**src/hw/rtl/plml_pkg.sv**
```systemverilog
`timescale 1ns / 1ps
package plml_pkg;
   localparam int MAX_POINTS = 1024;
   localparam int ADDR_W     = 10;
   localparam int CNT_W      = 11;
   localparam int DATA_W     = 32;
   localparam int PROD_W     = 2 * DATA_W;

   localparam logic CMD_LOAD  = 1'b0;
   localparam logic CMD_QUERY = 1'b1;

   localparam logic [1:0] ST_OK     = 2'd0;
   localparam logic [1:0] ST_ORDER  = 2'd1;
   localparam logic [1:0] ST_RANGE  = 2'd2;
   localparam logic [1:0] ST_SAT    = 2'd3;

   localparam logic [DATA_W-1:0] RESET_POS1 = 32'd1000000;
   localparam logic [DATA_W-1:0] RESET_GEN1 = 32'd65536;

   typedef logic [DATA_W-1:0] word_type;
   typedef logic [ADDR_W-1:0] addr_type;
   typedef logic [1:0]        status_type;
endpackage

```
**src/hw/rtl/plml_div.sv**
```systemverilog
`timescale 1ns / 1ps
module plml_div (
   input  logic                           clock,
   input  logic                           reset,
   input  logic                           start,
   input  logic [plml_pkg::PROD_W-1:0]    dividend,
   input  logic [plml_pkg::DATA_W-1:0]    divisor,
   output logic                           done,
   output logic [plml_pkg::PROD_W-1:0]    quotient
);
   import plml_pkg::*;

   localparam int STEP_W = $clog2(PROD_W);

   logic                 run_ff, run_in;
   logic                 done_ff, done_in;
   logic [STEP_W-1:0]    cnt_ff, cnt_in;
   logic [PROD_W-1:0]    dvd_ff, dvd_in;
   logic [DATA_W-1:0]    rem_ff, rem_in;
   logic [DATA_W-1:0]    den_ff, den_in;
   logic [DATA_W:0]      rem_sh;
   logic [DATA_W:0]      rem_sub;

   // restoring division, one quotient bit per cycle shifted into the dividend
   always_comb begin
      run_in  = run_ff;
      done_in = 1'b0;
      cnt_in  = cnt_ff;
      dvd_in  = dvd_ff;
      rem_in  = rem_ff;
      den_in  = den_ff;
      rem_sh  = {rem_ff, dvd_ff[PROD_W-1]};
      rem_sub = rem_sh - {1'b0, den_ff};
      if (start) begin
         run_in = 1'b1;
         cnt_in = '0;
         dvd_in = dividend;
         rem_in = '0;
         den_in = divisor;
      end else if (run_ff) begin
         if (rem_sh >= {1'b0, den_ff}) begin
            rem_in = rem_sub[DATA_W-1:0];
            dvd_in = {dvd_ff[PROD_W-2:0], 1'b1};
         end else begin
            rem_in = rem_sh[DATA_W-1:0];
            dvd_in = {dvd_ff[PROD_W-2:0], 1'b0};
         end
         cnt_in = cnt_ff + 1'b1;
         if (cnt_ff == STEP_W'(PROD_W - 1)) begin
            run_in  = 1'b0;
            done_in = 1'b1;
         end
      end
   end

   always_ff @(posedge clock) begin
      if (reset) begin
         run_ff  <= 1'b0;
         done_ff <= 1'b0;
         cnt_ff  <= '0;
      end else begin
         run_ff  <= run_in;
         done_ff <= done_in;
         cnt_ff  <= cnt_in;
      end
      dvd_ff <= dvd_in;
      rem_ff <= rem_in;
      den_ff <= den_in;
   end

   assign done     = done_ff;
   assign quotient = dvd_ff;
endmodule

```
**config.mk**
```make
export PLATFORM = sky130hd
export DESIGN_NAME = plml_div
export DESIGN_NICKNAME = d
export VERILOG_FILES = /design/src/hw/rtl/plml_pkg.sv /design/src/hw/rtl/plml_div.sv
export SDC_FILE = /design/constraint.sdc
export NUM_CORES = 1
export LEC_CHECK = 0
export BUFFER_PORTS_ARGS = -buffer_cell sky130_fd_sc_hd__buf_2
export CELL_PAD_IN_SITES_DETAIL_PLACEMENT = 2
export CELL_PAD_IN_SITES_GLOBAL_PLACEMENT = 2
export CORE_UTILIZATION = 38
export CTS_CLUSTER_DIAMETER = 40
export DETAILED_ROUTE_END_ITERATION = 10
export PLACE_DENSITY_LB_ADDON = 0.1
export SLEW_MARGIN = 20
export SYNTH_ARGS = -nofsm -noshare
export SYNTH_HDL_FRONTEND = slang
export SYNTH_SLANG_ARGS = --single-unit
```
**constraint.sdc**
```tcl
create_clock -name clock -period 5.05 [get_ports clock]
set_input_delay 0.505 -clock clock [delete_from_list [all_inputs] [get_ports clock]]
set_output_delay 0.505 -clock clock [all_outputs]
set_load 0.01 [all_outputs]
```
After elaboration in Yosys (flattened, before gate mapping)
Cells that the tools add are included.
{"block": "classes", "addsub": 2, "mux": 8, "n_div": 0, "n_bitwise": 1, "order_cmp": 1, "n_eq_ne": 1, "n_shift": 0, "n_reduce_logical": 3, "n_mul": 0}
{"op": "2-to-1 mux 64 bit", "n": 2}
{"op": "greater-or-equal comparator 33 x 32 -> 1 bit", "n": 1}
{"op": "2-to-1 mux 32 bit", "n": 1}
{"op": "subtractor 32 bit", "n": 1}
{"op": "adder 6 x 1 -> 6 bit, second input constant", "n": 1}
{"op": "== test 6 bit, second input constant", "n": 1}
{"op": "2-to-1 mux 1 bit", "n": 5}
{"op": "OR reduction 3 bit", "n": 1}
{"op": "nonzero test 2 bit", "n": 1}
{"op": "OR reduction 2 bit", "n": 1}
{"op": "NOT 1 bit", "n": 1}
{"block": "word_totals", "mem_bits_ro": 0, "latchBits": 0, "mem_count": 0, "ramBits": 0, "register_bits": 136, "out_inout_bits": 65, "word_cells": 22}

Logic depth before layout (Yosys ltp)
Gate-level depths: netlist of run 1.
{"block": "depth", "depth_word": 4, "mapped_depth": 13}

Least setup slack after synthesis of run 1
No wires, ideal clock.
{"block": "synth_path", "path_type": "register to register", "from": "register dvd_ff[63] (netlist: quotient[63])", "to": "register rem_ff[28]", "setup_time_ns": 0.134, "n_path_buf": 0, "period_less_slack_ns": 2.787, "slack_ns": 2.263, "required_ns": 4.916, "stages_incl_launch_ff": 12, "t_arrival_ns": 2.653, "cell_sequence": "edfxtp_1 inv_1 ha_1 fa_1 nor2b_1 o21ba_1 o31a_1 or4b_4 a221o_1 nor4bb_1 nor4_2 nor4_2"}
{"block": "synth_between", "elab_chain_cells": 2, "word_cells_on_any_way": 3, "classes_between": "add/sub (1); order compare (1); mux (1)"}
{"element": "start, declared", "line": "plml_div.sv:18", "source": "logic [PROD_W-1:0] dvd_ff, dvd_in;"}
{"element": "start signal, assigned", "line": "plml_div.sv:66", "source": "dvd_ff <= dvd_in;"}
{"element": "subtractor 32 bit / greater-or-equal comparator 33 x 32 -> 1 bit (equally long branches)", "line": "plml_div.sv:33, plml_div.sv:41"}
{"element": "2-to-1 mux 32 bit (*)", "line": "plml_div.sv:41", "source": "if (rem_sh >= {1'b0, den_ff}) begin"}
{"element": "end signal, assigned", "line": "plml_div.sv:67", "source": "rem_ff <= rem_in;"}
{"element": "end, declared", "line": "plml_div.sv:19", "source": "logic [DATA_W-1:0] rem_ff, rem_in;"}
Every way passes the cells marked *; elsewhere a longest branch is shown, timed or not.
A chain may end at the register's enable or synchronous reset.

Worst setup path in the final report of run 1
{"block": "layout_path", "from": "register den_ff[1]", "to": "register rem_ff[1]"}
{"block": "layout_between", "elab_chain_cells": 2, "word_cells_on_any_way": 3, "classes_between": "add/sub (1); order compare (1); mux (1)"}
{"element": "start, declared", "line": "plml_div.sv:20", "source": "logic [DATA_W-1:0] den_ff, den_in;"}
{"element": "start signal, assigned", "line": "plml_div.sv:68", "source": "den_ff <= den_in;"}
{"element": "subtractor 32 bit / greater-or-equal comparator 33 x 32 -> 1 bit (equally long branches)", "line": "plml_div.sv:33, plml_div.sv:41"}
{"element": "2-to-1 mux 32 bit (*)", "line": "plml_div.sv:41"}
Marked as above.

==> reports/metrics.cfg, run 1 <==
[status]
outcome=finished clean

[placed_design]
detailed_place_hpwl_um=16300
numPortBuffers=163
globalplace.congestion=0.831

[synth]
synth_seq_cells=136
yosysMostFrequentCell=sky130_fd_sc_hd__edfxtp_1
synth_compound_gate_area_share_pct=13.2
muxShareOfSynthArea_pct=12.7
synth_simple_gate_area_share_pct=11.1
fraction_of_synthesized_cell_area_in_xor_and_xnor_cells_pct=3.16
synth.lib_cells_used.distinct=67
synth.cell_area_um2=7480
post_synth_fa_ha_maj_area_fraction_pct=5.79
synthFlopType=sky130_fd_sc_hd__edfxtp_1
synth_top_family_by_area=compound AO/OA/AOI/OAI gates
synthDominantAreaCellType=sky130_fd_sc_hd__edfxtp_1
netlist_instances=675
yosysWarnings=0
async_flop_share_pct=0
yosys.area.top_type_share_pct=38.5
synthTopCellsByArea=sky130_fd_sc_hd__edfxtp_1, sky130_fd_sc_hd__dfxtp_1, sky130_fd_sc_hd__mux2_2
synth.avg_cell_area_um2=11.1
netlist_top_cells_count=sky130_fd_sc_hd__edfxtp_1, sky130_fd_sc_hd__mux2_2, sky130_fd_sc_hd__nor2_1
net_count_synth=808
synth-seq-area-share_pct=49.2
synth_edf_count=96

[setup_path]
path_cells=inv_1 -> ha_1 -> nor2b_1 -> o31a_1 -> o2111ai_1 -> a211oi_2 -> o21bai_2 -> a21o_1 -> buf_4 -> mux2_1 -> o22ai_1
regToRegSetupSlack_ns=1.55
critical_path_peak_fanout=15
crit_path_end_kind=register
critical_path.slowest_cell=sky130_fd_sc_hd__a21o_1
critPathRequiredTime_ns=5.39
critPathArrivalTime_ns=3.84
critical-path-top-delay-family=compound AO/OA/AOI/OAI gates
start_kind=register
worstSetupPathType=reg -> reg
cp_buf_inv_count=2
cpPeakStageDelay_ns=0.55

[clock_network]
cts_setup_buffers=0
hold_buffers=0
cts_inserted_buffers=17
skew_pair_late_insertion_delay_ns=0.43
cts.repair.resized=0
htreeDepth=4
cts_sinks=136
cts_root_buffer=sky130_fd_sc_hd__clkbuf_16
tritoncts=yes
buffers_from_clock_root_to_sink_at_most=2
clkTransAtPathRegs_ns=0.06

[power]
power_density_nw_per_um2=369
max-vdd-ir-drop_mv=0.239
power_leakage_nw=3.91

[floorplan]
core_region_area_um2=19000
die-width_um=142
ioPinCount=164
die-area_um2=20300
initial_utilization_pct=39.3
std_cell_rows=50
dieHeight_um=142

[sta]
max_freq_mhz=286
layout_min_cycle_time_ns=3.50
post-route-period-util_pct=69.2
timing.final.hold_violations=0
timing.max_slew.rel_slack_pct=34.7
clock_skew_ns=0.0112
setup_repair_after_global_routing_missed_its_margin=no
fin_tns_setup_ns=0
report.final.slew_viol_count=0
worst_slew_pin_slew_ns=0.979
holdWs_ns=0.232
setup-violations-final=0

[routing]
detail_route.wirelength_um=23400
first_pass_iters=4
via_per_inst=5.34
drc=0
drtAntennaViolNets=0
first_iter_violations=200
dr_total_vias=5876
detail_route.wl_per_cell_um=21.3

[final_layout]
layout.nets=960
fill_cells=2030
area_growth_syn_to_layout_pct=21.6
post_route_cells_drive_above_1_share_pct=32.5

[grt]
grt_start_max_net_pins=78
number_of_antenna_violations_at_the_first_check_in_global_routing=3
gr-usage-all-layers_pct=24.3
grt_pass1_vias=6691
grt-ovfl-total=0
grt_first_pass_wirelength_um=37100

[worst_hold_path]
min_path_type=in -> reg

[run]
timing.max_cap.violations=0

[worst paths after layout]
| kind | end | cells past startpoint | startpoint |
|---|---|---|---|
| max reg2reg | rem_ff[1] | 11 | den_ff[1] |
| min | run_ff | 2 | reset |
| min reg2reg | done | 2 | cnt_ff[5] |
| max | rem_ff[1] | 11 | den_ff[1] |
[state kept, by name, indices dropped and copies added (netlist names)]
register  flops
quotient     64
den_ff       32
rem_ff       32
cnt_ff        6
done          1
run_ff        1
[placed cells by master (no fill, tap or decap), types with 5 or more instances in the layout]
| cell | instances |
|---|---|
| sky130_fd_sc_hd__a211oi_1 | 24 |
| sky130_fd_sc_hd__a21o_1 | 15 |
| sky130_fd_sc_hd__a21oi_1 | 32 |
| sky130_fd_sc_hd__a31oi_1 | 5 |
| sky130_fd_sc_hd__buf_2 | 162 |
| sky130_fd_sc_hd__buf_4 | 6 |
| sky130_fd_sc_hd__clkbuf_16 | 17 |
| sky130_fd_sc_hd__dfxtp_1 | 39 |
| sky130_fd_sc_hd__edfxtp_1 | 96 |
| sky130_fd_sc_hd__ha_1 | 33 |
| sky130_fd_sc_hd__inv_1 | 51 |
| sky130_fd_sc_hd__mux2_2 | 63 |
| sky130_fd_sc_hd__mux2i_1 | 23 |
| sky130_fd_sc_hd__nand2_1 | 32 |
| sky130_fd_sc_hd__nand3_1 | 11 |
| sky130_fd_sc_hd__nand4_1 | 10 |
| sky130_fd_sc_hd__nor2_1 | 58 |
| sky130_fd_sc_hd__nor3_1 | 9 |
| sky130_fd_sc_hd__nor3b_1 | 6 |
| sky130_fd_sc_hd__o211ai_1 | 5 |
| sky130_fd_sc_hd__o21ai_0 | 13 |
| sky130_fd_sc_hd__o21ai_1 | 5 |
| sky130_fd_sc_hd__xnor2_1 | 17 |
| sky130_fd_sc_hd__xor2_1 | 10 |
[metal layers]
metal	wire (um)	part of all wire (%)	GRT usage (%)
met5	11	0.047	0
met4	318	1.4	6.45
met3	1670	7.1	9.08
met2	12000	51	43.4
met1	9430	40	26.9
[cell type report]
| type | instances | area (um^2) | share of cell area (%) |
|---|---|---|---|
| Antenna cell | 1 | 2.50 | 0.0275 |
| Clock buffer | 18 | 429 | 4.72 |
| Clock inverter | 13 | 170 | 1.87 |
| Inverter | 52 | 195 | 2.15 |
| Multi-Input combinational cell | 452 | 3430 | 37.7 |
| Sequential cell | 136 | 3680 | 40.5 |
| Tap cell | 260 | 325 | 3.58 |
| Timing Repair Buffer | 168 | 856 | 9.41 |
[power breakdown]
part | internal (mW) | total (mW) | switching, mW
logic | 0.281 | 0.672 | 0.391
clock network | 0.780 | 1.31 | 0.532
registers | 1.31 | 1.37 | 0.0582
total | 2.37 | 3.35 | 0.981
[metrics by stage]
| stage | instances | utilization (%) | power (mW) | area [um^2] | setup WS, ns |
|---|---|---|---|---|---|
| 2_1_floorplan | 675 | - | 1.82 | 7480 | 2.26 |
| 3_3_place_gp | 1068 | 44.7 | 2.02 | 8490 | 1.79 |
| 3_5_place_dp | 1068 | 44.7 | 2.05 | 8490 | 1.63 |
| 4_1_cts | 1099 | 47.8 | 3.40 | 9090 | 1.54 |
| 5_1_grt | 1099 | 47.8 | 3.50 | 9090 | 1.33 |
| 6_report | 1100 | 47.8 | 3.35 | 9090 | 1.55 |
[cell families after synthesis]
kind of cell               after synthesis
AOI/OAI and AO/OA                      140
xor gates and xnor gates                27
adders and majority gates               34
buffers and inverters                   87
DFF                                    136
muxes                                   87
and+or+nand+nor                        164
Power figures use the tool's default switching activity.
==> run 2: changes to the inputs <==
- CORE_UTILIZATION: 38 -> 32
- clock period: 5.05 -> 2.9 ns (I/O delays scaled with it)
==> run 2 against run 1 <==
Compared with the run above: non-clock buffer count increased by 46; flip-flop and latch count did not move; worst hold slack got worse by 0.21 ns; utilization is 5.2 points lower; die area up 18%; sequential share of layout area is 2.6 points lower; first-iteration DRC count decreased by 31%; register-to-register slack got worse by 1.5 ns; final cell count grew 9.1%.
==> reports/metrics.cfg, run 2 (same netlist as run 1, synthesis figures left out) <==
[floorplan]
dieHeight_um=155  ; +8.8%
initial_utilization_pct=32.8  ; -6.5 points
std_cell_rows=55  ; +10%
die-area_um2=24000  ; +18%
core_region_area_um2=22800  ; +20%
ioPinCount=164  ; unchanged
die-width_um=155  ; +8.8%

[worst_hold_path]
min_path_type=in -> reg

[routing]
dr_total_vias=6062  ; +3.2%
drtAntennaViolNets=0  ; unchanged
drc=0  ; unchanged
first_pass_iters=4  ; unchanged
first_iter_violations=139  ; -31%
detail_route.wirelength_um=22800  ; -2.5%
via_per_inst=5.05  ; -5.4%
detail_route.wl_per_cell_um=19.0  ; -11%

[clock_network]
htreeDepth=4  ; unchanged
skew_pair_late_insertion_delay_ns=0.43  ; about the same
clkTransAtPathRegs_ns=0.07  ; about the same
buffers_from_clock_root_to_sink_at_most=2  ; unchanged
cts_sinks=136  ; unchanged
hold_buffers=0  ; unchanged
cts_inserted_buffers=17  ; unchanged
tritoncts=yes
cts_root_buffer=sky130_fd_sc_hd__clkbuf_16

[grt]
number_of_antenna_violations_at_the_first_check_in_global_routing=2  ; -1
grt_first_pass_wirelength_um=35900  ; -3.3%
grt_start_max_net_pins=45  ; -42%
grt_pass1_vias=6885  ; +2.9%
grt-ovfl-total=0  ; unchanged
gr-usage-all-layers_pct=19.1  ; -5.2 points

[sta]
layout_min_cycle_time_ns=2.87  ; -0.626 ns
report.final.slew_viol_count=0  ; unchanged
clock_skew_ns=0.00778  ; -0.00342 ns
setup-violations-final=0  ; unchanged
post-route-period-util_pct=99.0  ; +30 points
max_freq_mhz=348  ; +22%
timing.max_slew.rel_slack_pct=61.2  ; +27 points
worst_slew_pin_slew_ns=0.582  ; -0.398 ns
setup_repair_after_global_routing_missed_its_margin=yes
timing.final.hold_violations=0  ; unchanged
fin_tns_setup_ns=0  ; unchanged

[setup_path]
worstSetupPathType=reg -> reg
critical_path_peak_fanout=4  ; -11
cpPeakStageDelay_ns=0.55  ; about the same
path_cells=inv_1 -> ha_2 -> fa_2 -> nor2b_2 -> o21ba_1 -> o31a_1 -> or4b_4 -> a221o_1 -> nor4bb_1 -> nor4_2 -> nor4_2
critPathRequiredTime_ns=3.20  ; -2.19 ns
start_kind=register
worst_path_most_repeated_cell=sky130_fd_sc_hd__nor4_2
critical_path.slowest_cell=sky130_fd_sc_hd__or4b_4
critPathArrivalTime_ns=3.17  ; -0.67 ns
crit_path_end_kind=register

[status]
outcome=finished clean

[power]
report.power.total_mw=5.88  ; +76%
power_leakage_nw=4.18  ; +6.7%
power_density_nw_per_um2=606  ; +64%
max-vdd-ir-drop_mv=0.405  ; +69%

[placed_design]
detailed_place_hpwl_um=16600  ; +1.7%
numPlacedInstances=1160  ; +8.6%
numPortBuffers=163  ; unchanged
dpl_cell_area_um2=8900  ; +4.8%
globalplace.congestion=0.779  ; -6.2%

[final_layout]
largest_register_ff_count=64  ; unchanged
post_route_cells_drive_above_1_share_pct=39.3  ; +6.7 points
fill_cells=2393  ; +18%
area_growth_syn_to_layout_pct=29.8
layout.cells.most_common_list=sky130_fd_sc_hd__buf_2, sky130_fd_sc_hd__edfxtp_1, sky130_fd_sc_hd__mux2_2
layout.nets=1006  ; +4.8%
final_util_pct=42.6  ; -5.2 points
stdcell_area_um2=9710  ; +6.8%
final_cell_count_no_fill=1200  ; +9.1%
layout.cells.most_common=sky130_fd_sc_hd__buf_2

[run]
timing.max_cap.violations=0  ; unchanged

[run 2: cell types whose count changed in the layout (fill, tap and decap cells not counted), sizes merged]
cell,change
bufinv,-2
inv,+4
clkinvlp,-1
buf,+45
clkbuf,+1
[run 2: repair_timing]
action | 4_1_cts | 5_1_grt
gates resized for setup | 0 | 33
cloned | 0 | 1
pin swaps | 2 | 15
setup buffers | 0 | 6
endpoints found under the setup margin | 3 | 31
[run 2: worst max-delay path: cells and delay by family, from the launching register on]
| kind | cells | cell delay (ns) |
|---|---|---|
| compound gates | 3 | 0.84 |
| simple gates | 5 | 1.02 |
| fa+ha+maj | 2 | 0.42 |
| buf+inv | 1 | 0.07 |
| flops | 1 | 0.39 |
[run 2: path summary, 6_finish.rpt]
check / end / slack [ns] / cells past startpoint / start
hold / removal: run_ff / 0.02 / 2 / reset
setup / recovery: rem_ff[28] / 0.03 / 11 / quotient[63]
setup reg to reg: rem_ff[28] / 0.03 / 11 / quotient[63]
hold reg to reg: done / 0.49 / 2 / cnt_ff[5]
[run 2: layout make-up]
class	count	area (um^2)	area share, %
timing repair buffer	214	1270	13.1
antenna	1	2.50	0.0258
inverter	52	195	2.01
tap	313	392	4.03
sequential	136	3680	37.9
clock inverter	14	161	1.66
multi-input combinational	452	3580	36.9
clock buffer	18	429	4.42
[run 2: per-stage QoR]
step / hold WS, ns / setup slack [ns]
2_1_floorplan: 0.362 / 0.113
3_3_place_gp: 0.456 / 0.0417
3_5_place_dp: 0.456 / 0.0125
4_1_cts: 0.000197 / 0.00426
5_1_grt: 0.0113 / -0.135
6_report: 0.0200 / 0.0299
[run 2: per-layer routing]
metal	routed length [um]	vias to the layer above	GRT usage, %	share of wire, %
met5	13	-	0	0.057
met4	308	2	4.86	1.3
met3	1420	24	6.71	6.2
met2	11700	135	34.4	51
met1	9370	3011	21.3	41
li1	-	2890	-	-
[run 2: power by group]
| part | internal, mW | total (mW) | switching, mW |
|---|---|---|---|
| Sequential | 2.28 | 2.38 | 0.0980 |
| Combinational | 0.596 | 1.30 | 0.707 |
| Clock | 1.23 | 2.20 | 0.977 |
