**config.mk**
```make
export PLATFORM = sky130hd
export DESIGN_NAME = plml_mult
export DESIGN_NICKNAME = d
export VERILOG_FILES = /design/src/hw/rtl/plml_pkg.sv /design/src/hw/rtl/plml_mult.sv
export SDC_FILE = /design/constraint.sdc
export NUM_CORES = 1
export LEC_CHECK = 0
export ABC_AREA = 1
export BUFFER_PORTS_ARGS = -buffer_cell sky130_fd_sc_hd__buf_4
export CAP_MARGIN = 20
export CORE_UTILIZATION = 55
export DETAILED_ROUTE_END_ITERATION = 10
export GPL_ROUTABILITY_DRIVEN = 0
export GPL_TIMING_DRIVEN = 0
export PLACE_DENSITY_LB_ADDON = 0.2
export REMOVE_ABC_BUFFERS = 1
export SETUP_SLACK_MARGIN = 0.1
export SLEW_MARGIN = 20
export SYNTH_ARGS = -nofsm -noshare
export SYNTH_HDL_FRONTEND = slang
export SYNTH_SLANG_ARGS = --single-unit
```
**constraint.sdc**
```tcl
create_clock -name clock -period 2.8 [get_ports clock]
set_input_delay 0.56 -clock clock [delete_from_list [all_inputs] [get_ports clock]]
set_output_delay 0.56 -clock clock [all_outputs]
set_load 0.02 [all_outputs]
```
**src/hw/rtl/plml_pkg.sv**
```systemverilog
`timescale 1ns / 1ps
package plml_pkg;
   localparam int MAX_POINTS = 1024;
   localparam int ADDR_W     = 10;
   localparam int CNT_W      = 11;
   localparam int DATA_W     = 32;
   localparam int PROD_W     = 2 * DATA_W;

   localparam logic CMD_LOAD  = 1'b0;
   localparam logic CMD_QUERY = 1'b1;

   localparam logic [1:0] ST_OK     = 2'd0;
   localparam logic [1:0] ST_ORDER  = 2'd1;
   localparam logic [1:0] ST_RANGE  = 2'd2;
   localparam logic [1:0] ST_SAT    = 2'd3;

   localparam logic [DATA_W-1:0] RESET_POS1 = 32'd1000000;
   localparam logic [DATA_W-1:0] RESET_GEN1 = 32'd65536;

   typedef logic [DATA_W-1:0] word_type;
   typedef logic [ADDR_W-1:0] addr_type;
   typedef logic [1:0]        status_type;
endpackage

```
**src/hw/rtl/plml_mult.sv**
```systemverilog
`timescale 1ns / 1ps
module plml_mult (
   input  logic                           clock,
   input  logic                           reset,
   input  logic                           start,
   input  logic [plml_pkg::DATA_W-1:0]    mcand,
   input  logic [plml_pkg::DATA_W-1:0]    mplier,
   output logic                           done,
   output logic [plml_pkg::PROD_W-1:0]    product
);
   import plml_pkg::*;

   localparam int STEP_W = $clog2(DATA_W);

   logic                 run_ff, run_in;
   logic                 done_ff, done_in;
   logic [STEP_W-1:0]    cnt_ff, cnt_in;
   logic [PROD_W-1:0]    prod_ff, prod_in;
   logic [DATA_W-1:0]    mcand_ff, mcand_in;
   logic [DATA_W:0]      sum;

   // one multiplier bit per cycle, shift-add into the upper half
   always_comb begin
      run_in   = run_ff;
      done_in  = 1'b0;
      cnt_in   = cnt_ff;
      prod_in  = prod_ff;
      mcand_in = mcand_ff;
      sum      = {1'b0, prod_ff[PROD_W-1:DATA_W]} + (prod_ff[0] ? {1'b0, mcand_ff} : '0);
      if (start) begin
         run_in   = 1'b1;
         cnt_in   = '0;
         prod_in  = {{DATA_W{1'b0}}, mplier};
         mcand_in = mcand;
      end else if (run_ff) begin
         prod_in = {sum, prod_ff[DATA_W-1:1]};
         cnt_in  = cnt_ff + 1'b1;
         if (cnt_ff == STEP_W'(DATA_W - 1)) begin
            run_in  = 1'b0;
            done_in = 1'b1;
         end
      end
   end

   always_ff @(posedge clock) begin
      if (reset) begin
         run_ff  <= 1'b0;
         done_ff <= 1'b0;
         cnt_ff  <= '0;
      end else begin
         run_ff  <= run_in;
         done_ff <= done_in;
         cnt_ff  <= cnt_in;
      end
      prod_ff  <= prod_in;
      mcand_ff <= mcand_in;
   end

   assign done    = done_ff;
   assign product = prod_ff;
endmodule

```
* Yosys cells after proc, flatten, opt, wreduce, memory -nomap -nowiden *
Index checks and enable logic that the tools add are counted.

operators by class
  eq/ne operators = 1
  $add $sub $neg = 2
  muxes and demuxes = 7
  reduce and logical (&&, ||, !) cells = 3
  bitwise gates (word level) = 1

operators with widths
  kind                                         count
  two-way mux 32 bit                           3
  adder 32 x 32 -> 33 bit                      1
  adder 5 x 1 -> 5 bit, second input constant  1
  equality test 5 bit, second input constant   1
  two-way mux 1 bit                            4
  OR reduction 3 bit                           1
  nonzero test 2 bit                           1
  OR reduction 2 bit                           1
  inverter 1 bit                               1

storage, ports and cells
  bits of input ports = 67
  logic and storage cells = 20
  output and inout bits = 65
  bits in registers = 103

* Longest topological paths before layout *
Gate-level depths: netlist of the first run.

  depth after elaboration = 4
  depth in mapped cells = 16
  depth with buffers taken out = 15

* Worst setup path before layout of the first run *
OpenSTA, ideal clock, no wires.

  path kind = register -> register
  start point = register prod_ff[0] (netlist: product[0])
  end point = register prod_ff[55] (netlist: product[55])
  required time = 2691 ps
  setup slack = 614 ps
  data arrival time = 2077 ps
  cell stages (with the launch flop) = 15
  cells stage by stage = edfxtp_1 -> clkbuf_1 -> nand2_1 -> inv_1 -> fa_1 -> nand3_1 -> nand3_1 -> nand2_1 -> nand3_1 -> nand2_1 -> nand3_2 -> nand2_1 -> nand3_1 -> nand2_1 -> inv_1

on the way
  cells in the longest elaborated chain, start to end = 2

RTL lines
  what                     RTL line         RTL
  from (decl)              plml_mult.sv:18  logic [PROD_W-1:0] prod_ff, prod_in;
  from (signal assigned)   plml_mult.sv:55  prod_ff <= prod_in;
  two-way mux 32 bit       plml_mult.sv:29  sum = {1'b0, prod_ff[PROD_W-1:DATA_W]} + (prod_ff[0] ? {1'b0, mcand_ff} : '0);
  adder 32 x 32 -> 33 bit  plml_mult.sv:29

Every way passes these cells.
A chain may end at the register's enable or synchronous reset.

* Worst setup path in the final report of the first run *
Same ends and word-level chain as after synthesis.

==> results of run 1 <==
-- cell usage after synthesis --
master / number / area share
a21oi_1: 31 / 0.024
clkbuf_1: 8 / 0.0047
buf_1: 4 / 0.0024
a211oi_1: 1 / 0.0012
nand3_1: 38 / 0.030
nand2_1: 369 / 0.22
nor3_1: 6 / 0.0047
a21o_1: 1 / 0.0012
nor3b_1: 1 / 0.0012
edfxtp_1: 64 / 0.30
nand2_2: 9 / 0.0088
nand3_2: 7 / 0.011
or2_2: 4 / 0.0039
o21ai_1: 5 / 0.0039
inv_1: 160 / 0.094
inv_2: 1 / 0.00059
ha_1: 34 / 0.067
a31oi_1: 1 / 0.00098
o21ai_0: 15 / 0.012
a22o_1: 1 / 0.0014
nand3b_2: 1 / 0.0018
fa_1: 1 / 0.0031
o21bai_1: 2 / 0.0024
a32o_1: 4 / 0.0063
nor2_1: 70 / 0.041
nand4_1: 3 / 0.0029
buf_2: 5 / 0.0039
nor2_2: 9 / 0.0088
dfxtp_1: 39 / 0.12
nor3_2: 1 / 0.0016
xnor2_1: 9 / 0.012
xor2_1: 1 / 0.0014
-- critical path: cells and delay by family, from the launching register on --
kind / cells / cell delay, ns
buffers and inverters: 2 / 0.07
DFF: 1 / 0.46
and+or+nand+nor: 10 / 1.05
adders and majority gates: 2 / 0.70
-- cells by family (layout without fill, tap and decap cells) --
kind of cell               Yosys count  after routing
xor gates and xnor gates            10             10
buffers and inverters              178            313
and+or+nand+nor                    518            518
DFF                                103            103
AOI/OAI and AO/OA                   61             61
adders and majority gates           35             35
-- placed cells by master, fill, tap and decap left out, types with 2 or more instances in the layout --
master	netlist	routed
inv_8	0	2
or2_2	4	4
nand3_2	7	7
inv_1	160	158
clkinv_4	0	2
nor2_1	70	69
buf_4	0	134
inv_2	1	3
a32o_1	4	4
clkbuf_16	0	10
nand3_1	38	38
o21ai_1	5	5
nand2_2	9	9
xnor2_1	9	9
o21bai_1	2	2
nand2_1	369	369
ha_1	34	34
nor2_2	9	10
o21ai_0	15	15
nand4_1	3	3
nor3_1	6	6
a21oi_1	31	31
dfxtp_1	39	38
edfxtp_1	64	64
-- power groups by stage --
stage	Clock [mW]	Sequential [mW]	Combinational, mW
2_1_floorplan	0	1.97	0.458
3_3_place_gp	0	1.89	0.889
3_5_place_dp	0	1.88	0.915
4_1_cts	1.33	1.83	0.947
5_1_grt	1.38	1.85	1.06
6_report	1.31	1.83	0.948
-- flip-flops by register name, summed over array words and instances (netlist names) --
| name | cells |
|---|---|
| done | 1 |
| mcand_ff | 32 |
| run_ff | 1 |
| cnt_ff | 5 |
| product | 64 |
-- stage by stage --
stage          std cells  setup WS, ns
4_1_cts             1180         0.152
3_5_place_dp        1160        -0.201
6_report            1180         0.412
2_1_floorplan        888         0.335
5_1_grt             1180         0.153
3_3_place_gp        1159        -0.706
-- worst paths after layout --
check	from	endpoint	slack (ns)	cells past startpoint
hold reg to reg	cnt_ff[4]$_SDFFE_PP0P_	cnt_ff[4]$_SDFFE_PP0P_	0.48	2
setup / recovery	product[0]$_DFFE_PP_	product[55]$_SDFFE_PP0P_	0.41	14
setup reg to reg	product[0]$_DFFE_PP_	product[55]$_SDFFE_PP0P_	0.41	14
hold / removal	mcand[13]	mcand_ff[13]$_DFFE_PP_	0.38	1
-- what timing repair did --
action / 4_1_cts / 5_1_grt
buffers inserted: 4 / 0
endpoints found under the hold margin: 0 / 0
setup endpoints to repair: 19 / 0
-- per-layer routing --
metal | GRT usage | up-vias
met4 | 0.100 | 0
met3 | 0.0587 | 25
met1 | 0.356 | 2538
li1 | - | 3048
met2 | 0.435 | 178
met5 | 0 | -
-- cell type report --
type                            instances  share of cell area
Clock buffer                           10              0.0319
Tap cell                              140              0.0223
Multi-Input combinational cell        624               0.383
Inverter                              161              0.0771
Sequential cell                       103               0.345
Clock inverter                          6             0.00830
Timing Repair Buffer                  136               0.133
==> results.py, run 1 <==
metrics = {
    "routing": {
        "wl_met2_um": 6740,
        "m1WireLength_um": 6940,
        "dr_total_vias": 5789,
        "initialDrtViolationCount": 320,
        "wirelength_um": 15100,
        "wl_per_cell_um": 12.8,
        "via_per_inst": 4.91,
        "drt-pass1-iter-count": 5,
        "drc": 0,
        "route.met3.wl_um": 1080,
        "dr.max_layer_used": "met4",
        "final_antenna_net_count": 0,
    },
    "placement": {
        "port_buffers": 131,
        "place_area_um2": 7480,
        "dp.final_hpwl_um": 10800,
    },
    "synthesis": {
        "synth_mux_area_frac": 0,
        "syn_area_per_cell_um2": 7.04,
        "synth_top_family_by_area": "simple AND/OR/NAND/NOR gates",
        "synth_xor_area_frac": 0.0137,
        "synth_fa_ha_area_frac": 0.0699,
        "synth-seq-cells": 103,
        "synth-seq-area-share": 0.424,
        "syn_inst": 905,
        "synth_compound_area_frac": 0.0534,
        "yosys_warnings": 0,
        "yosysUniqueCellTypes": 32,
        "synth-simple-area-share": 0.333,
        "synth_area_um2": 6370,
    },
    "die": {
        "initial_core_util": 0.575,
        "rows": 38,
        "fp.coreArea_um2": 11100,
        "die-width_um": 110,
        "io_pins": 132,
        "dieArea_um2": 12000,
        "die_y_um": 110,
    },
    "cells_and_area": {
        "num_antenna_cells": 0,
        "nets": 1137,
        "seq_area_um2": 2700,
        "fin_util": 0.708,
        "multi_input_area_um2": 3000,
        "drive_gt1_frac": 0.181,
        "syn_to_final_growth_pct": 23.0,
        "fillers": 941,
        "final_area_um2": 7840,
    },
    "critical_path": {
        "crit_slowest_cell": "fa_1",
        "max_stage_delay_ns": 0.47,
        "cp.required_ns": 3.05,
        "cp-start-kind": "flop",
        "cpMostUsedCell": "nand2_1",
        "crit_arrival_ns": 2.64,
        "path_max_fanout": 5,
        "worstPathCellList": "nand2_1, inv_1, ha_1, fa_1, nand3_1, nand3_1, nand2_1, nand3_1, nand2_1, nand3_2, nand2_1, nand3_1, nand2_1, inv_1",
        "crit_type": "flop to flop",
        "crit_path_end_kind": "flop",
    },
    "clock_tree": {
        "cts-buffers-inserted": 9,
        "clk_pin_slew_ns": 0.08,
        "clk_path_buf_depth": 2,
        "ctsRootBufferMaster": "clkbuf_16",
        "cts_sinks": 103,
        "clk_latency_ns": 0.35,
        "hold_buffers": 0,
        "tritoncts": "done",
        "ctsResizeCount": 0,
        "ctsHtreeMaxLevel": 3,
    },
    "sta": {
        "hold_viol_final": 0,
        "final_max_slew_viol_count": 0,
        "worstMarginPinSlew_ns": 0.894,
        "fin_skew_ns": 0.0110,
        "tns_ns": 0,
        "holdWs_ns": 0.376,
        "rsz0062_at_grt": "no",
        "finalSetupViolCount": 0,
        "max_freq_mhz": 419,
        "period_needed_ns": 2.39,
        "slew_headroom": 0.404,
        "post-route-period-util": 0.853,
    },
    "grt": {
        "grt_max_degree": 80,
        "grt_pass1_wl_um": 25000,
        "overflow": 0,
        "grt_pass1_vias": 5427,
        "antenna_found_initial": 0,
        "grt.total_usage": 0.270,
    },
    "pwr": {
        "p_sw_mw": 1.27,
        "p_seq_frac": 0.448,
        "worst_ir_drop_vdd_mv": 0.319,
        "power_density_nw_per_um2": 522,
        "power_mw": 4.09,
        "p_leak_nw": 4.37,
        "clkPwrFrac": 0.320,
        "intPower_mw": 2.82,
        "p_sw_frac": 0.310,
        "pwr-share-comb": 0.232,
    },
    "status": {
        "outcome": "finished, final reports clean",
    },
    "min_path": {
        "hold_class": "primary input to flop",
    },
    "run": {
        "max_cap_viol_count": 0,
    },
}
Power figures use the tool's default switching activity.
==> inputs of run 2 (changes only) <==
Clock period 2.8 ns to 2.5 ns, I/O delays scaled along.
==> run 2 against run 1 <==
  * First-iteration DRC count up 17%
  * Sequential power is 13% higher
  * Register-to-register slack lost 0.25 ns
  * Worst hold slack got worse by 0.062 ns
  * Critical path depth is 2 higher
  * Via count increased by 3.6%
  * Global-route usage is essentially flat
  * Worst setup slack worse by 0.25 ns
  * Critical endpoint is now product[56]$_SDFFE_PP0P_
  * Highest routed layer unchanged
==> results.py, run 2 (synthesis gave the netlist of run 1 again) <==
metrics = {
    "cells_and_area": {
        "num_antenna_cells": 0,
        "fin_util": 0.740,
        "largest_register_ffs": 64,
        "seq_area_um2": 2700,
        "multi_input_area_um2": 3290,
        "syn_to_final_growth_pct": 28.6,
        "nets": 1144,
        "drive_gt1_frac": 0.240,
        "final_cell_mix": "nand2_1 (351), inv_1 (154), buf_4 (138), edfxtp_1 (64), nor2_1 (63)",
        "instances_no_fill": 1187,
        "final_area_um2": 8190,
        "final_common_cell": "nand2_1",
        "fillers": 862,
    },
    "routing": {
        "final_antenna_net_count": 0,
        "dr_total_vias": 5997,
        "drt-pass1-iter-count": 5,
        "initialDrtViolationCount": 375,
        "wl_per_cell_um": 13.5,
        "drc": 0,
        "via_per_inst": 5.05,
        "wirelength_um": 16100,
    },
    "pwr": {
        "pwr-share-comb": 0.248,
        "power_mw": 4.70,
        "p_seq_frac": 0.439,
        "intPower_mw": 3.22,
        "p_leak_nw": 4.43,
        "worst_ir_drop_vdd_mv": 0.356,
        "power_density_nw_per_um2": 573,
        "p_sw_mw": 1.48,
        "clkPwrFrac": 0.313,
        "p_sw_frac": 0.314,
    },
    "clock_tree": {
        "cts-buffers-inserted": 9,
        "ctsHtreeMaxLevel": 3,
        "tritoncts": "done",
        "hold_buffers": 0,
        "clk_pin_slew_ns": 0.08,
        "clk_path_buf_depth": 2,
        "ctsRootBufferMaster": "clkbuf_16",
        "cts_sinks": 103,
        "clk_latency_ns": 0.36,
    },
    "sta": {
        "final_max_slew_viol_count": 0,
        "rsz0062_at_grt": "yes",
        "tns_ns": 0,
        "post-route-period-util": 0.935,
        "fin_ws_ns": 0.163,
        "max_freq_mhz": 428,
        "period_needed_ns": 2.34,
        "worstMarginPinSlew_ns": 0.890,
        "fin_skew_ns": 0.0115,
        "finalSetupViolCount": 0,
        "slew_headroom": 0.406,
        "holdWs_ns": 0.314,
        "hold_viol_final": 0,
    },
    "grt": {
        "grt_pass1_wl_um": 24900,
        "antenna_found_initial": 0,
        "grt.total_usage": 0.270,
        "grt_pass1_vias": 5427,
        "overflow": 0,
        "grt_max_degree": 80,
    },
    "placement": {
        "post-place-cells": 1160,
        "dpl_worst_slack_ns": -0.441,
        "dp.final_hpwl_um": 10800,
        "place_area_um2": 7480,
        "port_buffers": 131,
    },
    "run": {
        "max_cap_viol_count": 0,
    },
    "min_path": {
        "hold_class": "primary input to flop",
    },
    "critical_path": {
        "path_max_fanout": 10,
        "cp.required_ns": 2.75,
        "ff2ff_setup_slack_ns": 0.16,
        "crit_arrival_ns": 2.59,
        "cp-start-kind": "flop",
        "crit_path_end_kind": "flop",
        "crit_type": "flop to flop",
    },
    "die": {
        "die-width_um": 110,
        "dieArea_um2": 12000,
        "initial_core_util": 0.575,
        "die_y_um": 110,
        "fp.coreArea_um2": 11100,
        "rows": 38,
        "io_pins": 132,
    },
    "status": {
        "outcome": "finished, final reports clean",
    },
}
## run 2: final timing paths
kind                               start                       end  depth (start not counted)
hold / removal                 mcand[13]    mcand_ff[13]$_DFFE_PP_                          1
setup / recovery    product[0]$_DFFE_PP_  product[56]$_SDFFE_PP0P_                         16
setup reg to reg    product[0]$_DFFE_PP_  product[56]$_SDFFE_PP0P_                         16
hold reg to reg   cnt_ff[4]$_SDFFE_PP0P_    cnt_ff[4]$_SDFFE_PP0P_                          2
## run 2: power groups by stage
stage               combinational, mW  sequential [mW]  clock [mW]
floorplan                       0.513             2.21           0
global placement                0.995             2.11           0
detailed placement               1.02             2.10           0
CTS                              1.06             2.05        1.49
global route                     1.29             2.08        1.55
finish                           1.17             2.06        1.47
## run 2: layout make-up
class | count | area share
clock buffers | 10 | 0.0305
clock inverters | 6 | 0.00794
inverters | 161 | 0.0738
multi-input cells | 624 | 0.401
flip-flops and latches | 103 | 0.330
well taps | 140 | 0.0214
repair buffers | 143 | 0.135
## run 2: worst max-delay path: stages, from the launching register on
cell	delay [ns]
edfxtp_1	0.50
buf_6	0.20
nand2_1	0.06
inv_1	0.04
ha_2	0.31
nand2_2	0.15
inv_1	0.05
nand2_1	0.07
nand2_1	0.09
inv_1	0.09
nand3_2	0.14
nand2_1	0.13
nand3_1	0.08
nand2_1	0.07
nand3_1	0.11
nand2_1	0.09
inv_1	0.04
## run 2: repair_timing
| item | 4_1_cts | 5_1_grt |
|---|---|---|
| gates resized for setup | 1 | 68 |
| buffers inserted | 4 | 7 |
| pin swaps | 0 | 12 |
| setup endpoints to repair | 62 | 19 |
## run 2: layer usage
metal / part of all wire / vias to the layer above / track usage
met5: 0 / - / 0
met4: 0.024 / 0 / 0.100
met3: 0.074 / 39 / 0.0587
met2: 0.46 / 222 / 0.435
met1: 0.44 / 2665 / 0.355
li1: - / 3071 / -
==> inputs of run 3 (changes only) <==
Settings changed: BUFFER_PORTS_ARGS -buffer_cell sky130_fd_sc_hd__buf_4 to not set, DONT_BUFFER_PORTS set to 1.
==> run 3 against run 2 <==
  * First-iteration DRC count is 8.0% higher
  * Routed wire length is 1.1% lower
  * Utilization is 7.4 points lower
  * Critical path type unchanged
  * Combinational power is 27% lower
  * Non-clock buffer count is 125 lower
  * Highest routed layer unchanged
==> results.py, run 3 (synthesis gave the netlist of run 1 again) <==
metrics = {
    "critical_path": {
        "crit_family": "buffers and inverters",
        "crit_arrival_ns": 2.63,
        "crit_path_end_kind": "flop",
        "cp.required_ns": 2.74,
        "max_stage_delay_ns": 0.42,
        "cp-start-kind": "flop",
        "path_max_fanout": 6,
        "path_buf_inv": 5,
        "crit_type": "flop to flop",
        "worstPathCellList": "buf_6, clkbuf_16, nand2_1, inv_1, ha_4, fa_2, buf_6, nand2_1, nand3_2, nand2_2, nand2_4, buf_4, xnor2_1, o21ai_1",
        "crit_slowest_cell": "edfxtp_1",
    },
    "clock_tree": {
        "hold_buffers": 0,
        "clk_path_buf_depth": 2,
        "cts_sinks": 103,
        "tritoncts": "done",
        "clk_pin_slew_ns": 0.08,
        "ctsRootBufferMaster": "clkbuf_16",
        "ctsHtreeMaxLevel": 3,
        "cts-buffers-inserted": 9,
        "clk_latency_ns": 0.36,
    },
    "sta": {
        "fin_ws_ns": 0.111,
        "final_max_slew_viol_count": 0,
        "hold_viol_final": 0,
        "max_freq_mhz": 419,
        "period_needed_ns": 2.39,
        "post-route-period-util": 0.956,
        "fin_skew_ns": 0.0130,
        "worstMarginPinSlew_ns": 0.928,
        "slew_headroom": 0.381,
        "finalSetupViolCount": 0,
        "rsz0062_at_grt": "yes",
    },
    "cells_and_area": {
        "drive_gt1_frac": 0.151,
        "multi_input_area_um2": 3390,
        "final_area_um2": 7370,
        "fillers": 939,
        "final_cell_mix": "nand2_1 (349), inv_1 (155), edfxtp_1 (64), nor2_1 (63), dfxtp_1 (38)",
        "syn_to_final_growth_pct": 15.7,
        "largest_register_ffs": 64,
        "final_common_cell": "nand2_1",
        "num_antenna_cells": 0,
        "seq_area_um2": 2700,
        "nets": 1020,
    },
    "die": {
        "initial_core_util": 0.575,
        "fp.coreArea_um2": 11100,
        "rows": 38,
        "die-width_um": 110,
        "io_pins": 132,
        "dieArea_um2": 12000,
        "die_y_um": 110,
    },
    "placement": {
        "dpl_worst_slack_ns": -0.355,
        "port_buffers": 0,
        "dp.final_hpwl_um": 11100,
        "place_area_um2": 6540,
    },
    "run": {
        "max_cap_viol_count": 0,
    },
    "grt": {
        "antenna_found_initial": 0,
        "grt_max_degree": 80,
        "grt.total_usage": 0.259,
        "grt_pass1_wl_um": 23600,
        "overflow": 0,
        "grt_pass1_vias": 5094,
    },
    "routing": {
        "via_per_inst": 5.25,
        "final_antenna_net_count": 0,
        "wirelength_um": 15900,
        "drc": 0,
        "drt-pass1-iter-count": 5,
        "initialDrtViolationCount": 405,
        "wl_per_cell_um": 14.9,
        "dr_total_vias": 5585,
    },
    "pwr": {
        "worst_ir_drop_vdd_mv": 0.584,
        "p_leak_nw": 3.77,
        "power_density_nw_per_um2": 603,
    },
    "min_path": {
        "hold_class": "primary input to flop",
    },
    "status": {
        "outcome": "finished, final reports clean",
    },
}
run 3: power breakdown:
| group | internal, mW | total, mW | switching [mW] |
|---|---|---|---|
| Clock | 0.704 | 1.39 | 0.685 |
| Combinational | 0.344 | 0.852 | 0.509 |
| Sequential | 1.97 | 2.20 | 0.235 |
run 3: through the flow:
step	hold WS [ns]	power (mW)	utilization	cells	TNS [ns]
final	0.198	4.45	0.666	1063	0
after global routing	0.195	4.63	0.666	1063	0
after CTS	0.188	4.30	0.619	1048	0
after detailed placement	0.464	2.92	0.590	1030	-10.08
after global placement	0.454	2.88	0.585	1028	-38.71
after floorplan	0.444	2.72	-	888	0
run 3: layout make-up:
| type | count | share of cell area |
|---|---|---|
| clock buffers | 10 | 0.0311 |
| clock inverters | 6 | 0.00848 |
| inverters | 161 | 0.0825 |
| multi-input cells | 624 | 0.460 |
| flip-flops and latches | 103 | 0.367 |
| well taps | 140 | 0.0238 |
| repair buffers | 18 | 0.0265 |
| repair inverters | 1 | 0.00102 |
run 3: worst register-to-register path, stage by stage (launching register included):
cell	delay, ns
edfxtp_1	0.42
buf_6	0.15
clkbuf_16	0.16
nand2_1	0.06
inv_1	0.06
ha_4	0.17
fa_2	0.40
buf_6	0.14
nand2_1	0.07
nand3_2	0.10
nand2_2	0.10
nand2_4	0.07
buf_4	0.15
xnor2_1	0.15
o21ai_1	0.08
run 3: per-layer routing:
metal / wire length [µm] / part of all wire / global-route usage / vias to the layer above
li1: - / - / - / 2818
met2: 7500 / 0.47 / 0.426 / 248
met3: 1280 / 0.080 / 0.0777 / 24
met5: 0 / 0 / 0 / -
met4: 332 / 0.021 / 0.110 / 0
met1: 6780 / 0.43 / 0.315 / 2495
run 3: worst paths after layout:
check | start | end | slack, ns | cells past startpoint
worst max-delay path | product[0]$_DFFE_PP_ | product[45]$_SDFFE_PP0P_ | 0.11 | 14
worst min register to register | cnt_ff[4]$_SDFFE_PP0P_ | cnt_ff[4]$_SDFFE_PP0P_ | 0.47 | 2
worst max register to register | product[0]$_DFFE_PP_ | product[45]$_SDFFE_PP0P_ | 0.11 | 14
worst min-delay path | reset | done$_SDFF_PP0_ | 0.20 | 1
run 3: repair_timing:
action                                  in CTS  in global routing
pin swaps                                    0                 17
endpoints found under the setup margin      59                 33
resized for setup                            5                 89
buffers inserted                             1                 12
cloned                                       1                  3
